**src/hdl/packet_redirect_and_neighbor_learn_defines.svh**
```systemverilog
// assertion macros for the frame classifier
`ifndef PACKET_REDIRECT_AND_NEIGHBOR_LEARN_DEFINES_SVH
`define PACKET_REDIRECT_AND_NEIGHBOR_LEARN_DEFINES_SVH
`ifndef ASSERT_OFF
`define PRNL_ASSERT(label, clk, rst, prop, msg) \
  label: assert property (@(posedge clk) disable iff (rst) (prop)) else $error(msg);
`define PRNL_ASSERT_RST(label, clk, prop, msg) \
  label: assert property (@(posedge clk) (prop)) else $error(msg);
`else
`define PRNL_ASSERT(label, clk, rst, prop, msg)
`define PRNL_ASSERT_RST(label, clk, prop, msg)
`endif
`endif

```
**src/hdl/prnl_pkg.sv**
```systemverilog
package prnl_pkg;

  localparam int unsigned CfgIdxW = 2;
  localparam int unsigned CfgDataW = 16;
  localparam int unsigned QueueDepth = 4;

  localparam logic [CfgIdxW-1:0] REG_EXTERNAL_PORT = 2'd0;
  localparam logic [CfgIdxW-1:0] REG_CONTROL_PORT = 2'd1;
  localparam logic [CfgIdxW-1:0] REG_EPHEMERAL_START = 2'd2;

  localparam logic [15:0] EPHEMERAL_RESET = 16'd61000;
  localparam logic [15:0] ETH_IPV4 = 16'h0800;
  localparam logic [15:0] ETH_IPV6 = 16'h86DD;
  localparam logic [15:0] ETH_ARP = 16'h0806;
  localparam logic [7:0] PROTO_ICMP = 8'd1;
  localparam logic [7:0] PROTO_UDP = 8'd17;
  localparam logic [7:0] PROTO_ICMP6 = 8'd58;
  localparam logic [7:0] ICMP_ECHO_REPLY = 8'd0;
  localparam logic [7:0] ICMP6_ECHO_REQUEST = 8'd128;
  localparam logic [7:0] ICMP6_ECHO_REPLY = 8'd129;
  localparam logic [7:0] ICMP6_NEIGH_ADV = 8'd136;
  localparam logic [7:0] OPT_TARGET_LL = 8'd2;
  localparam logic [47:0] ARP_ETH_IPV4 = 48'h000108000604;

  typedef enum logic [1:0] {
    KIND_ARP = 2'd0,
    KIND_ICMP4 = 2'd1,
    KIND_ICMP6 = 2'd2,
    KIND_ADVERT = 2'd3
  } learn_kind_t;

  // fields captured by the front for one frame
  typedef struct packed {
    logic [6:0] len;
    logic [47:0] eth_source;
    logic [15:0] eth_kind;
    logic [7:0] proto;
    logic [3:0] ihl;
    logic [15:0] frag;
    logic [63:0] src_high;
    logic [63:0] src_low;
    logic [15:0] udp_dest;
    logic [7:0] itype;
    logic [7:0] iflags;
    logic [63:0] option;
    logic [47:0] arp_check;
  } frame_rec_t;

  typedef struct packed {
    logic redirect;
    logic learn_valid;
    logic [1:0] learn_kind;
    logic [63:0] learn_ip_high;
    logic [63:0] learn_ip_low;
    logic [47:0] learn_mac;
  } verdict_t;

endpackage

```
**src/hdl/prnl_if.sv**
```systemverilog
interface prnl_in_if;
  logic valid;
  logic ready;
  logic [7:0] frame_byte;
  logic frame_end;
  modport source(output valid, frame_byte, frame_end, input ready);
  modport sink(input valid, frame_byte, frame_end, output ready);
endinterface

interface prnl_out_if;
  logic valid;
  logic ready;
  logic redirect;
  logic learn_valid;
  logic [1:0] learn_kind;
  logic [63:0] learn_ip_high;
  logic [63:0] learn_ip_low;
  logic [47:0] learn_mac;
  modport source(output valid, redirect, learn_valid, learn_kind, learn_ip_high,
                 learn_ip_low, learn_mac, input ready);
  modport sink(input valid, redirect, learn_valid, learn_kind, learn_ip_high,
               learn_ip_low, learn_mac, output ready);
endinterface

```
**src/hdl/prnl_front.sv**
```systemverilog
module prnl_front (
  input logic clk,
  input logic rst,
  input logic in_valid,
  output logic in_ready,
  input logic [7:0] frame_byte,
  input logic frame_end,
  output logic rec_valid,
  input logic rec_ready,
  output prnl_pkg::frame_rec_t rec
);
  import prnl_pkg::*;

  logic [6:0] pos;
  frame_rec_t cur;
  frame_rec_t cur_next;
  logic take;

  // only the last byte needs queue room
  assign in_ready = rec_ready || !frame_end;
  assign take = in_valid && in_ready;

  // field capture by byte position
  always_comb begin
    cur_next = cur;
    if (pos >= 7'd6 && pos <= 7'd11) begin
      cur_next.eth_source = {cur.eth_source[39:0], frame_byte};
    end else if (pos == 7'd12 || pos == 7'd13) begin
      cur_next.eth_kind = {cur.eth_kind[7:0], frame_byte};
    end else if (cur.eth_kind == ETH_IPV4) begin
      if (pos == 7'd14) cur_next.ihl = frame_byte[3:0];
      else if (pos == 7'd20 || pos == 7'd21) cur_next.frag = {cur.frag[7:0], frame_byte};
      else if (pos == 7'd23) cur_next.proto = frame_byte;
      else if (pos >= 7'd26 && pos <= 7'd29)
        cur_next.src_low = {cur.src_low[55:0], frame_byte};
      else if (pos == 7'd34) cur_next.itype = frame_byte;
      else if (pos == 7'd36 || pos == 7'd37)
        cur_next.udp_dest = {cur.udp_dest[7:0], frame_byte};
    end else if (cur.eth_kind == ETH_IPV6) begin
      if (pos == 7'd20) cur_next.proto = frame_byte;
      else if (pos >= 7'd22 && pos <= 7'd29)
        cur_next.src_high = {cur.src_high[55:0], frame_byte};
      else if (pos >= 7'd30 && pos <= 7'd37)
        cur_next.src_low = {cur.src_low[55:0], frame_byte};
      else if (pos == 7'd54) cur_next.itype = frame_byte;
      else if (pos == 7'd56 || pos == 7'd57)
        cur_next.udp_dest = {cur.udp_dest[7:0], frame_byte};
      else if (pos == 7'd58) cur_next.iflags = frame_byte;
      else if (pos >= 7'd78 && pos <= 7'd85)
        cur_next.option = {cur.option[55:0], frame_byte};
    end else if (cur.eth_kind == ETH_ARP) begin
      if (pos >= 7'd14 && pos <= 7'd19)
        cur_next.arp_check = {cur.arp_check[39:0], frame_byte};
      else if (pos >= 7'd22 && pos <= 7'd27)
        cur_next.option = {16'd0, cur.option[39:0], frame_byte};
      else if (pos >= 7'd28 && pos <= 7'd31)
        cur_next.src_low = {cur.src_low[55:0], frame_byte};
    end
    if (pos != 7'd127) cur_next.len = pos + 7'd1;
    else cur_next.len = pos;
  end

  // frame state, cleared after each frame end
  always_ff @(posedge clk) begin
    if (rst) begin
      pos <= '0;
      cur <= '0;
    end else if (take) begin
      if (frame_end) begin
        pos <= '0;
        cur <= '0;
      end else begin
        pos <= cur_next.len;
        cur <= cur_next;
      end
    end
  end

  assign rec_valid = take && frame_end;
  assign rec = cur_next;
endmodule

```
**src/hdl/prnl_back.sv**
```systemverilog
`include "packet_redirect_and_neighbor_learn_defines.svh"
module prnl_back #(
  parameter int unsigned Depth = prnl_pkg::QueueDepth
) (
  input logic clk,
  input logic rst,
  input logic rec_valid,
  output logic rec_ready,
  input prnl_pkg::frame_rec_t rec,
  input logic [15:0] external_port,
  input logic [15:0] control_port,
  input logic [15:0] ephemeral_start,
  output logic out_valid,
  input logic out_ready,
  output prnl_pkg::verdict_t verdict
);
  import prnl_pkg::*;

  localparam int unsigned PtrW = (Depth > 1) ? $clog2(Depth) : 1;

  frame_rec_t q [Depth];
  logic [PtrW-1:0] wr_ptr;
  logic [PtrW-1:0] rd_ptr;
  logic [PtrW:0] count;
  logic push;
  logic pop;
  frame_rec_t h;
  verdict_t v;
  logic hit;
  logic load;

  assign rec_ready = (count != Depth[PtrW:0]);
  assign push = rec_valid && rec_ready;
  assign load = !out_valid || out_ready;
  assign pop = (count != '0) && load;
  assign h = q[rd_ptr];

  // record queue between front and back
  always_ff @(posedge clk) begin
    if (push) q[wr_ptr] <= rec;
  end

  always_ff @(posedge clk) begin
    if (rst) begin
      wr_ptr <= '0;
      rd_ptr <= '0;
      count <= '0;
    end else begin
      if (push) wr_ptr <= (wr_ptr == PtrW'(Depth - 1)) ? '0 : wr_ptr + 1'b1;
      if (pop) rd_ptr <= (rd_ptr == PtrW'(Depth - 1)) ? '0 : rd_ptr + 1'b1;
      count <= count + {{PtrW{1'b0}}, push} - {{PtrW{1'b0}}, pop};
    end
  end

  // verdict decode
  always_comb begin
    hit = (h.udp_dest == external_port) || (h.udp_dest == control_port) ||
          (h.udp_dest >= ephemeral_start);
    v = '0;
    if (h.len >= 7'd14) begin
      if (h.eth_kind == ETH_IPV4 && h.len >= 7'd34) begin
        if (h.proto == PROTO_UDP) begin
          if (h.ihl == 4'd5 && (h.frag & 16'hBFFF) == 16'd0 && h.len >= 7'd42)
            v.redirect = hit;
        end else if (h.proto == PROTO_ICMP) begin
          if (h.len >= 7'd38 && h.itype == ICMP_ECHO_REPLY) begin
            v.learn_valid = 1'b1;
            v.learn_kind = KIND_ICMP4;
            v.learn_ip_low = {32'h0000FFFF, h.src_low[31:0]};
            v.learn_mac = h.eth_source;
          end
        end
      end else if (h.eth_kind == ETH_IPV6 && h.len >= 7'd54) begin
        if (h.proto == PROTO_UDP) begin
          if (h.len >= 7'd62) v.redirect = hit;
        end else if (h.proto == PROTO_ICMP6 && h.len >= 7'd58) begin
          if (h.itype == ICMP6_NEIGH_ADV) begin
            if (h.len >= 7'd78 && h.iflags[6]) begin
              v.learn_valid = 1'b1;
              v.learn_kind = KIND_ADVERT;
              v.learn_ip_high = h.src_high;
              v.learn_ip_low = h.src_low;
              if (h.len >= 7'd86 && h.option[63:56] == OPT_TARGET_LL &&
                  h.option[55:48] == 8'd1)
                v.learn_mac = h.option[47:0];
              else
                v.learn_mac = h.eth_source;
            end
          end else if (h.itype == ICMP6_ECHO_REPLY) begin
            v.learn_valid = 1'b1;
            v.learn_kind = KIND_ICMP6;
            v.learn_ip_high = h.src_high;
            v.learn_ip_low = h.src_low;
            v.learn_mac = h.eth_source;
          end
        end
      end else if (h.eth_kind == ETH_ARP && h.len >= 7'd42) begin
        if (h.arp_check == ARP_ETH_IPV4) begin
          v.learn_valid = 1'b1;
          v.learn_kind = KIND_ARP;
          v.learn_ip_low = {32'h0000FFFF, h.src_low[31:0]};
          v.learn_mac = h.option[47:0];
        end
      end
    end
  end

  // output register
  always_ff @(posedge clk) begin
    if (rst) out_valid <= 1'b0;
    else if (load) out_valid <= (count != '0);
  end

  always_ff @(posedge clk) begin
    if (pop) verdict <= v;
  end

  `PRNL_ASSERT(a_count_bound, clk, rst, count <= Depth[PtrW:0], "queue overfilled")
  `PRNL_ASSERT(a_no_push_full, clk, rst, (count == Depth[PtrW:0]) |-> !push, "push when full")
  `PRNL_ASSERT(a_hold_stall, clk, rst, (out_valid && !out_ready) |=> $stable(verdict), "stall")
  `PRNL_ASSERT_RST(a_reset_empty, clk, rst |=> (count == '0 && !out_valid), "reset not empty")
endmodule

```
**src/hdl/packet_redirect_and_neighbor_learn.sv**
```systemverilog
// Frame classifier with neighbor learning.
// The in channel takes one Ethernet frame byte per transaction, with
// frame_end marking the last byte. For every frame the out channel gives
// one transaction: redirect (UDP to the external or control port or at or
// above ephemeral_start) and an optional learned IP/MAC pair from ARP,
// ICMP echo replies or solicited neighbor advertisements.
// Throughput is one byte per cycle unless the queue is full at a frame's
// last byte; the byte capture in the front keeps up at line rate and the
// back decodes one frame per cycle while the output is not stalled. The
// record enters the queue when the last byte is accepted; its verdict is
// decoded from the queue head and loaded into the output register.
// If the receiver stalls, verdicts wait in the output register and the
// record queue (QueueDepth frames); when it is full the in channel drops
// ready at a frame's last byte. Configuration is written through cfg_we,
// cfg_index and cfg_data while idle. Synchronous reset empties the queue,
// clears the frame state and restores the port registers.
module packet_redirect_and_neighbor_learn #(
  parameter int unsigned QueueDepth = prnl_pkg::QueueDepth
) (
  input logic clk,
  input logic rst,
  prnl_in_if.sink in_ch,
  prnl_out_if.source out_ch,
  input logic cfg_we,
  input logic [prnl_pkg::CfgIdxW-1:0] cfg_index,
  input logic [prnl_pkg::CfgDataW-1:0] cfg_data
);
  import prnl_pkg::*;

  logic [15:0] external_port;
  logic [15:0] control_port;
  logic [15:0] ephemeral_start;
  logic rec_valid;
  logic rec_ready;
  frame_rec_t rec;
  verdict_t verdict;

  // configuration registers
  always_ff @(posedge clk) begin
    if (rst) begin
      external_port <= '0;
      control_port <= '0;
      ephemeral_start <= EPHEMERAL_RESET;
    end else if (cfg_we) begin
      unique case (cfg_index)
        REG_EXTERNAL_PORT: external_port <= cfg_data;
        REG_CONTROL_PORT: control_port <= cfg_data;
        REG_EPHEMERAL_START: ephemeral_start <= cfg_data;
        default: ;
      endcase
    end
  end

  prnl_front u_front (
    .clk(clk), .rst(rst),
    .in_valid(in_ch.valid), .in_ready(in_ch.ready),
    .frame_byte(in_ch.frame_byte), .frame_end(in_ch.frame_end),
    .rec_valid(rec_valid), .rec_ready(rec_ready), .rec(rec)
  );

  prnl_back #(.Depth(QueueDepth)) u_back (
    .clk(clk), .rst(rst),
    .rec_valid(rec_valid), .rec_ready(rec_ready), .rec(rec),
    .external_port(external_port), .control_port(control_port),
    .ephemeral_start(ephemeral_start),
    .out_valid(out_ch.valid), .out_ready(out_ch.ready), .verdict(verdict)
  );

  assign out_ch.redirect = verdict.redirect;
  assign out_ch.learn_valid = verdict.learn_valid;
  assign out_ch.learn_kind = verdict.learn_kind;
  assign out_ch.learn_ip_high = verdict.learn_ip_high;
  assign out_ch.learn_ip_low = verdict.learn_ip_low;
  assign out_ch.learn_mac = verdict.learn_mac;
endmodule
```
**src/flat_wrapper.sv**
```systemverilog
// flat-port wrapper written by rule: the top's interface ports become plain ports
module packet_redirect_and_neighbor_learn_flat import prnl_pkg::*;
#(
  parameter int unsigned QueueDepth = prnl_pkg::QueueDepth
)
  (clk, rst, cfg_we, cfg_index, cfg_data, in_ch_valid, in_ch_frame_byte, in_ch_frame_end, in_ch_ready, out_ch_valid, out_ch_redirect, out_ch_learn_valid, out_ch_learn_kind, out_ch_learn_ip_high, out_ch_learn_ip_low, out_ch_learn_mac, out_ch_ready);
  prnl_in_if in_ch_i ();
  prnl_out_if out_ch_i ();
  input logic clk;
  input logic rst;
  input logic cfg_we;
  input logic [prnl_pkg::CfgIdxW-1:0] cfg_index;
  input logic [prnl_pkg::CfgDataW-1:0] cfg_data;
  input wire logic [$bits(in_ch_i.valid)-1:0] in_ch_valid;
  input wire logic [$bits(in_ch_i.frame_byte)-1:0] in_ch_frame_byte;
  input wire logic [$bits(in_ch_i.frame_end)-1:0] in_ch_frame_end;
  output wire logic [$bits(in_ch_i.ready)-1:0] in_ch_ready;
  output wire logic [$bits(out_ch_i.valid)-1:0] out_ch_valid;
  output wire logic [$bits(out_ch_i.redirect)-1:0] out_ch_redirect;
  output wire logic [$bits(out_ch_i.learn_valid)-1:0] out_ch_learn_valid;
  output wire logic [$bits(out_ch_i.learn_kind)-1:0] out_ch_learn_kind;
  output wire logic [$bits(out_ch_i.learn_ip_high)-1:0] out_ch_learn_ip_high;
  output wire logic [$bits(out_ch_i.learn_ip_low)-1:0] out_ch_learn_ip_low;
  output wire logic [$bits(out_ch_i.learn_mac)-1:0] out_ch_learn_mac;
  input wire logic [$bits(out_ch_i.ready)-1:0] out_ch_ready;
  assign in_ch_i.valid = in_ch_valid;
  assign in_ch_i.frame_byte = in_ch_frame_byte;
  assign in_ch_i.frame_end = in_ch_frame_end;
  assign in_ch_ready = in_ch_i.ready;
  assign out_ch_valid = out_ch_i.valid;
  assign out_ch_redirect = out_ch_i.redirect;
  assign out_ch_learn_valid = out_ch_i.learn_valid;
  assign out_ch_learn_kind = out_ch_i.learn_kind;
  assign out_ch_learn_ip_high = out_ch_i.learn_ip_high;
  assign out_ch_learn_ip_low = out_ch_i.learn_ip_low;
  assign out_ch_learn_mac = out_ch_i.learn_mac;
  assign out_ch_i.ready = out_ch_ready;
  packet_redirect_and_neighbor_learn #(.QueueDepth(QueueDepth)) u_core (.clk(clk), .rst(rst), .in_ch(in_ch_i), .out_ch(out_ch_i), .cfg_we(cfg_we), .cfg_index(cfg_index), .cfg_data(cfg_data));
endmodule
```
**config.mk**
```make
export PLATFORM = sky130hd
export DESIGN_NAME = packet_redirect_and_neighbor_learn_flat
export DESIGN_NICKNAME = d
export VERILOG_FILES = /design/src/hdl/prnl_pkg.sv /design/src/hdl/prnl_if.sv /design/src/hdl/prnl_front.sv /design/src/hdl/prnl_back.sv /design/src/hdl/packet_redirect_and_neighbor_learn.sv /design/src/flat_wrapper.sv
export VERILOG_INCLUDE_DIRS = /design/src /design/src/hdl
export SDC_FILE = /design/constraint.sdc
export NUM_CORES = 2
export LEC_CHECK = 0
export BUFFER_PORTS_ARGS = -buffer_cell sky130_fd_sc_hd__buf_2
export CAP_MARGIN = 20
export CORE_ASPECT_RATIO = 0.6
export CORE_MARGIN = 3
export CORE_UTILIZATION = 55
export CTS_CLUSTER_DIAMETER = 40
export CTS_CLUSTER_SIZE = 24
export DETAILED_ROUTE_END_ITERATION = 8
export GPL_ROUTABILITY_DRIVEN = 0
export PLACE_DENSITY = 0.85
export SKIP_LAST_GASP = 1
export SLEW_MARGIN = 15
export SYNTH_ARGS = -nofsm -noshare
export SYNTH_HDL_FRONTEND = slang
export SYNTH_SLANG_ARGS = --single-unit
```
**constraint.sdc**
```tcl
create_clock -name clk -period 15.45 [get_ports clk]
set_input_delay 3.8625 -clock clk [delete_from_list [all_inputs] [get_ports clk]]
set_output_delay 3.8625 -clock clk [all_outputs]
set_load 0.01 [all_outputs]
```
# Word-level counts from Yosys, hierarchy flattened
# Memory sizes are Yosys's and may differ from the RTL's. A register that Yosys moved wholly into a read port is not among the register bits.
# Index checks and enable logic that the tools add are counted.
# totals
reg_bits,607
ram_bits,1484
input_bits,32
wordCells,220
memories,1
# classes
n_addsub,5
n_lt_le_gt_ge,24
n_eq_ne,36
muxes,85
bitwise,3
reduce_logical,40
# mem_list
memory,words,word_bits,rd,rd_clocked_by_memory_dff,write_ports,line_no,text
u_core.u_back.q,4,371,1,1,1,prnl_back.sv:21,frame_rec_t q [Depth];
# op_table
operator,n
$mux W64,15
$mux W179,5
$mux W96,6
$mux W364,1
$mux W88,4
$mux W112,3
$mux W316,1
$mux W300,1
$mux W224,1
$mux W48,4
$mux W160,1
$mux W72,2
$mux W120,1
$mux W16,7
$mux W8,9
$eq A16 B12 Y1 const B,4
$eq A7 B6 Y1 const B,7
$eq A48 B33 Y1 const B,1
$ge A7 B6 Y1 const B,6
$eq A16 B16 Y1,2
$eq A16 B16 Y1 const B,2
$mux W32,1
$ge A7 B5 Y1 const B,4
$le A7 B5 Y1 const B,4
other kinds (40),101

# Depth between registers and ports, before layout
# depth
word_depth,14
depth_mapped,15

# Modules after synthesis
# A second synthesis with hierarchy kept.
# hier_totals
hier_cells,4429
area_unflattened_um2,78516.6
# by_module_without_submodules
mod,n_inst,cells_per_inst,area_per_inst_um2,seq_area_each_um2
prnl_back,1,2655,59547.1,49087.1
prnl_front,1,1586,16991.3,7427.1
packet_redirect_and_neighbor_learn,1,188,1978.1,960.9

# Worst setup path before layout
# No wires, ideal clock.
# synth_timing
kind,input-to-reg
from,input out_ch_ready
to,register u_core.u_back.count[2]
arrival_ns,15.049
setup_slack_ns,0.273
path_stages,10
path_buffers,0
path_cell_list,inv_1 -> a21oi_1 -> ha_1 -> inv_1 -> ha_1 -> inv_1 -> fa_1 -> xor2_1 -> xnor2_1 -> nor2_1
# synth_via
elab_chain_cells,3
# synth_rtl
element,line_no,text
from (decl),flat_wrapper.sv:25,input wire logic [$bits(out_ch_i.ready)-1:0] out_ch_ready;
$logic_or A1 B1 Y1,prnl_back.sv:34,assign load = !out_valid || out_ready;
$logic_and A1 B1 Y1,prnl_back.sv:35,assign pop = (count != '0) && load;
net u_core.u_back.pop,prnl_back.sv:26,logic pop;
$sub A3 B1 Y3,prnl_back.sv:51,"count <= count + {{PtrW{1'b0}}, push} - {{PtrW{1'b0}}, pop};"
to (signal assigned),prnl_back.sv:51,
to (decl),prnl_back.sv:24,logic [PtrW:0] count;
# The timed path passes the listed nets, and every way through them passes these cells.
# A chain may end at the register's enable or synchronous reset.

# Worst setup path in the final report
# layout_timing
from,input in_ch_frame_end
to,output in_ch_ready
# layout_via
elab_chain_cells,2
# layout_rtl
element,line_no,text
from (decl),flat_wrapper.sv:16,input wire logic [$bits(in_ch_i.frame_end)-1:0] in_ch_frame_end;
$logic_not A1 Y1,prnl_front.sv:20,assign in_ready = rec_ready || !frame_end;
$logic_or A1 B1 Y1,prnl_front.sv:20,
to (decl),flat_wrapper.sv:17,output wire logic [$bits(in_ch_i.ready)-1:0] in_ch_ready;
# No other way between the ends.

==> impl_metrics.csv <==
group,metric,value,unit
run_status,outcome,"finished clean",
finish,fill_cells,9386,
floorplan,start_util,56.0,%
power,total_power,12.5,mW
finish,seq_area,57300,µm²
synthesis,synth_edf_count,1628,
route,drt_iter0_markers,5728,
grt,grt_max_degree,218,
grt,grt_overflow_total,0,
sta,clock_skew,51.9,ps
synthesis,synthArstFlopShare,0,%
clocking,clk_latency,790,ps
synthesis,syn_area,77400,µm²
synthesis,synth_top_area_cell,"edfxtp_1",
route,wl,169000,µm
power,p_leak,27.9,nW
floorplan,die_x,490,µm
sta,max_slew_margin,20.3,%
finish,final_cell_mix,"1628 x edfxtp_1, 419 x dfxtp_1, 285 x mux2_2",
floorplan,dieArea,145000,µm²
synthesis,syn-instance-count,4480,
sta,clock.fmax,0.120,GHz
worst_setup_path,worst_path_largest_cell_delay,230,ps
worst_setup_path,end_kind,"output port",
finish,final_common_cell,"edfxtp_1",
finish,multi_input_area,18700,µm²
clocking,cts_tree,"yes",
worst_setup_path,worstPathArrival,4490,ps
worst_setup_path,cp_max_fo,11,
worst_setup_path,cp.required,11590,ps
worst_setup_path,crit_type,"primary input to output port",
route,m1WireLength,70000,µm
synthesis,synth_top_area_share,63.1,%
placed_design,place_hpwl,97900,µm
synthesis,yosysSeqAreaShare,74.0,%
grt,grt_usage,23.1,%
clocking,cts_buffer_depth,3,
clocking,clkSinkCount,2049,
grt,antenna_found_initial,11,
hold_path,hold_path_class,"flop to flop",
worst_setup_path,crit_top_cell,"buf_2",
sta,worst_pin_slew,1190,ps
synthesis,yosys_warnings,0,
synthesis,synth_seq_cells,2049,
floorplan,core-area,138000,µm²
synthesis,avgSynthCellArea,17.3,µm²
sta,post-route-period-util,54.1,%
route,first_pass_iters,6,
synthesis,synth_nets,4540,
route,postRouteAntennaNets,0,
finish,syn2layout_area_growth,10.1,%
floorplan,die_y,297,µm
sta,tns,0,ps
clocking,postCtsHoldBufs,0,
placed_design,io_buffers,213,
finish,drive_gt1_share,23.1,%
sta,rsz0062_at_grt,"no",
route,route.top_layer_used,"met4",
synthesis,yosys_most_used_dff,"edfxtp_1",
worst_setup_path,crit_slowest_cell,"buf_2",
route,route.met2.wl,79200,µm
clocking,cts_setup_buffers,0,
finish,num-nets-final,4686,
worst_setup_path,start_kind,"primary input",
finish,postLayoutCoreUtil,61.7,%
power,peakVddDrop,159,µV
floorplan,rows,105,
grt,grt_pass1_vias,40800,
power,power_density,147,nW/µm²
route,wire_per_inst,25.6,µm
clocking,htree_levels,4,
route,drc,0,
clocking,cts_buffers,136,
route,via_per_inst,6.30,
worst_setup_path,crit_chain,"buf_2 > nand3_1 > buf_2",
route,vias,41700,
sta,final_max_slew_viol_count,0,
job,cap_viol_max_count,0,
grt,grt_pass1_wl,257000,µm
clocking,cts-root-buf,"clkbuf_16",
route,wl_met3,16000,µm
synthesis,synth_cell_types,72,
sta,period_minus_slack,8360,ps
clocking,cts_resized,0,
clocking,path_clk_slew,80,ps
synthesis,ys_top_cells_by_area,"edfxtp_1 63%, dfxtp_1 11%, mux4_2 7.8%, mux2_2 4.1%, a22oi_1 2.1%",
floorplan,io_pins,214,
sta,finalSetupViolations,0,
sta,finalHoldViolCount,0,
## layout make-up
type	count	area share, %
antenna	6	0.0176
clock buffer	165	4.39
clock inverter	87	1.26
inverter	125	0.550
multi-input combinational	2047	21.9
sequential	2049	67.2
tap	1872	2.75
timing repair buffer	267	1.87
## final timing paths
path | start | end | slack, ps | cells past startpoint
min | u_core.ephemeral_start[1] | u_core.ephemeral_start[1] | 460 | 2
min reg2reg | u_core.ephemeral_start[1] | u_core.ephemeral_start[1] | 460 | 2
max | in_ch_frame_end | in_ch_ready | 7090 | 3
max reg2reg | flop | u_core.u_back.verdict[64] | 9170 | 9
## kinds of logic after synthesis
group           after synthesis  synth area share [%]
mux                         565                  12.1
compound gates              559                  5.51
xor+xnor                     36                 0.407
buf+inv                     384                  2.04
flops                      2049                  74.0
fa+ha+maj                    28                 0.462
simple gates                859                  5.45
## cell usage after synthesis (9+ instances only)
| cell type | count |
|---|---|
| edfxtp_1 | 1628 |
| dfxtp_1 | 421 |
| mux2_2 | 285 |
| mux4_2 | 268 |
| nor2_1 | 268 |
| nand2_1 | 248 |
| a22oi_1 | 220 |
| clkbuf_1 | 176 |
| a22o_1 | 160 |
| inv_1 | 125 |
| and2_1 | 85 |
| nor4_1 | 67 |
| buf_2 | 57 |
| a21oi_1 | 55 |
| o22ai_1 | 51 |
| nor2b_1 | 37 |
| nor4b_1 | 29 |
| ha_1 | 27 |
| nand4_1 | 27 |
| a21o_1 | 23 |
| xnor2_1 | 19 |
| xor2_1 | 17 |
| nand3_1 | 16 |
| buf_1 | 15 |
| nor3_1 | 15 |
| a211o_1 | 9 |
## per-stage QoR
| step | hold slack (ps) | cell area [µm²] | setup slack (ps) | cells |
|---|---|---|---|---|
| after floorplan | 436 | 77400 | 273 | 4480 |
| after global placement | 444 | 80400 | 7130 | 6358 |
| after detailed placement | 449 | 80400 | 7100 | 6358 |
| after CTS | 460 | 85200 | 7090 | 6610 |
| after global routing | 477 | 85200 | 7060 | 6612 |
| final | 461 | 85200 | 7090 | 6618 |
## report_power, final
part	switching, mW	internal (mW)	total [mW]
Combinational	1.22	0.948	2.17
Sequential	0.132	6.29	6.42
Clock	1.99	1.94	3.92
Total	3.34	9.17	12.5
## worst max-delay path, delay by kind of cell
| family | cells | cell delay (ps) |
|---|---|---|
| and+or+nand+nor | 1 | 200 |
| buffers and inverters | 2 | 420 |
## routing by layer
| metal | track usage, % | vias to the layer above |
|---|---|---|
| met5 | 0 | - |
| met2 | 35.8 | 2241 |
| li1 | - | 17800 |
| met1 | 34.3 | 21400 |
| met3 | 3.88 | 258 |
| met4 | 6.43 | 0 |
## registers in the layout (all words and copies together) (netlist names), named ones only
| name | flops |
|---|---|
| u_core.control_port | 16 |
| u_core.ephemeral_start | 16 |
| u_core.external_port | 16 |
| u_core.u_back.count | 3 |
| u_core.u_back.out_valid | 1 |
| u_core.u_back.q | 1448 |
| u_core.u_back.rd_ptr | 2 |
| u_core.u_back.verdict | 180 |
| u_core.u_back.wr_ptr | 2 |
| u_core.u_front.cur | 356 |
| u_core.u_front.pos | 7 |
No activity file was read; power rests on OpenSTA's default activity.
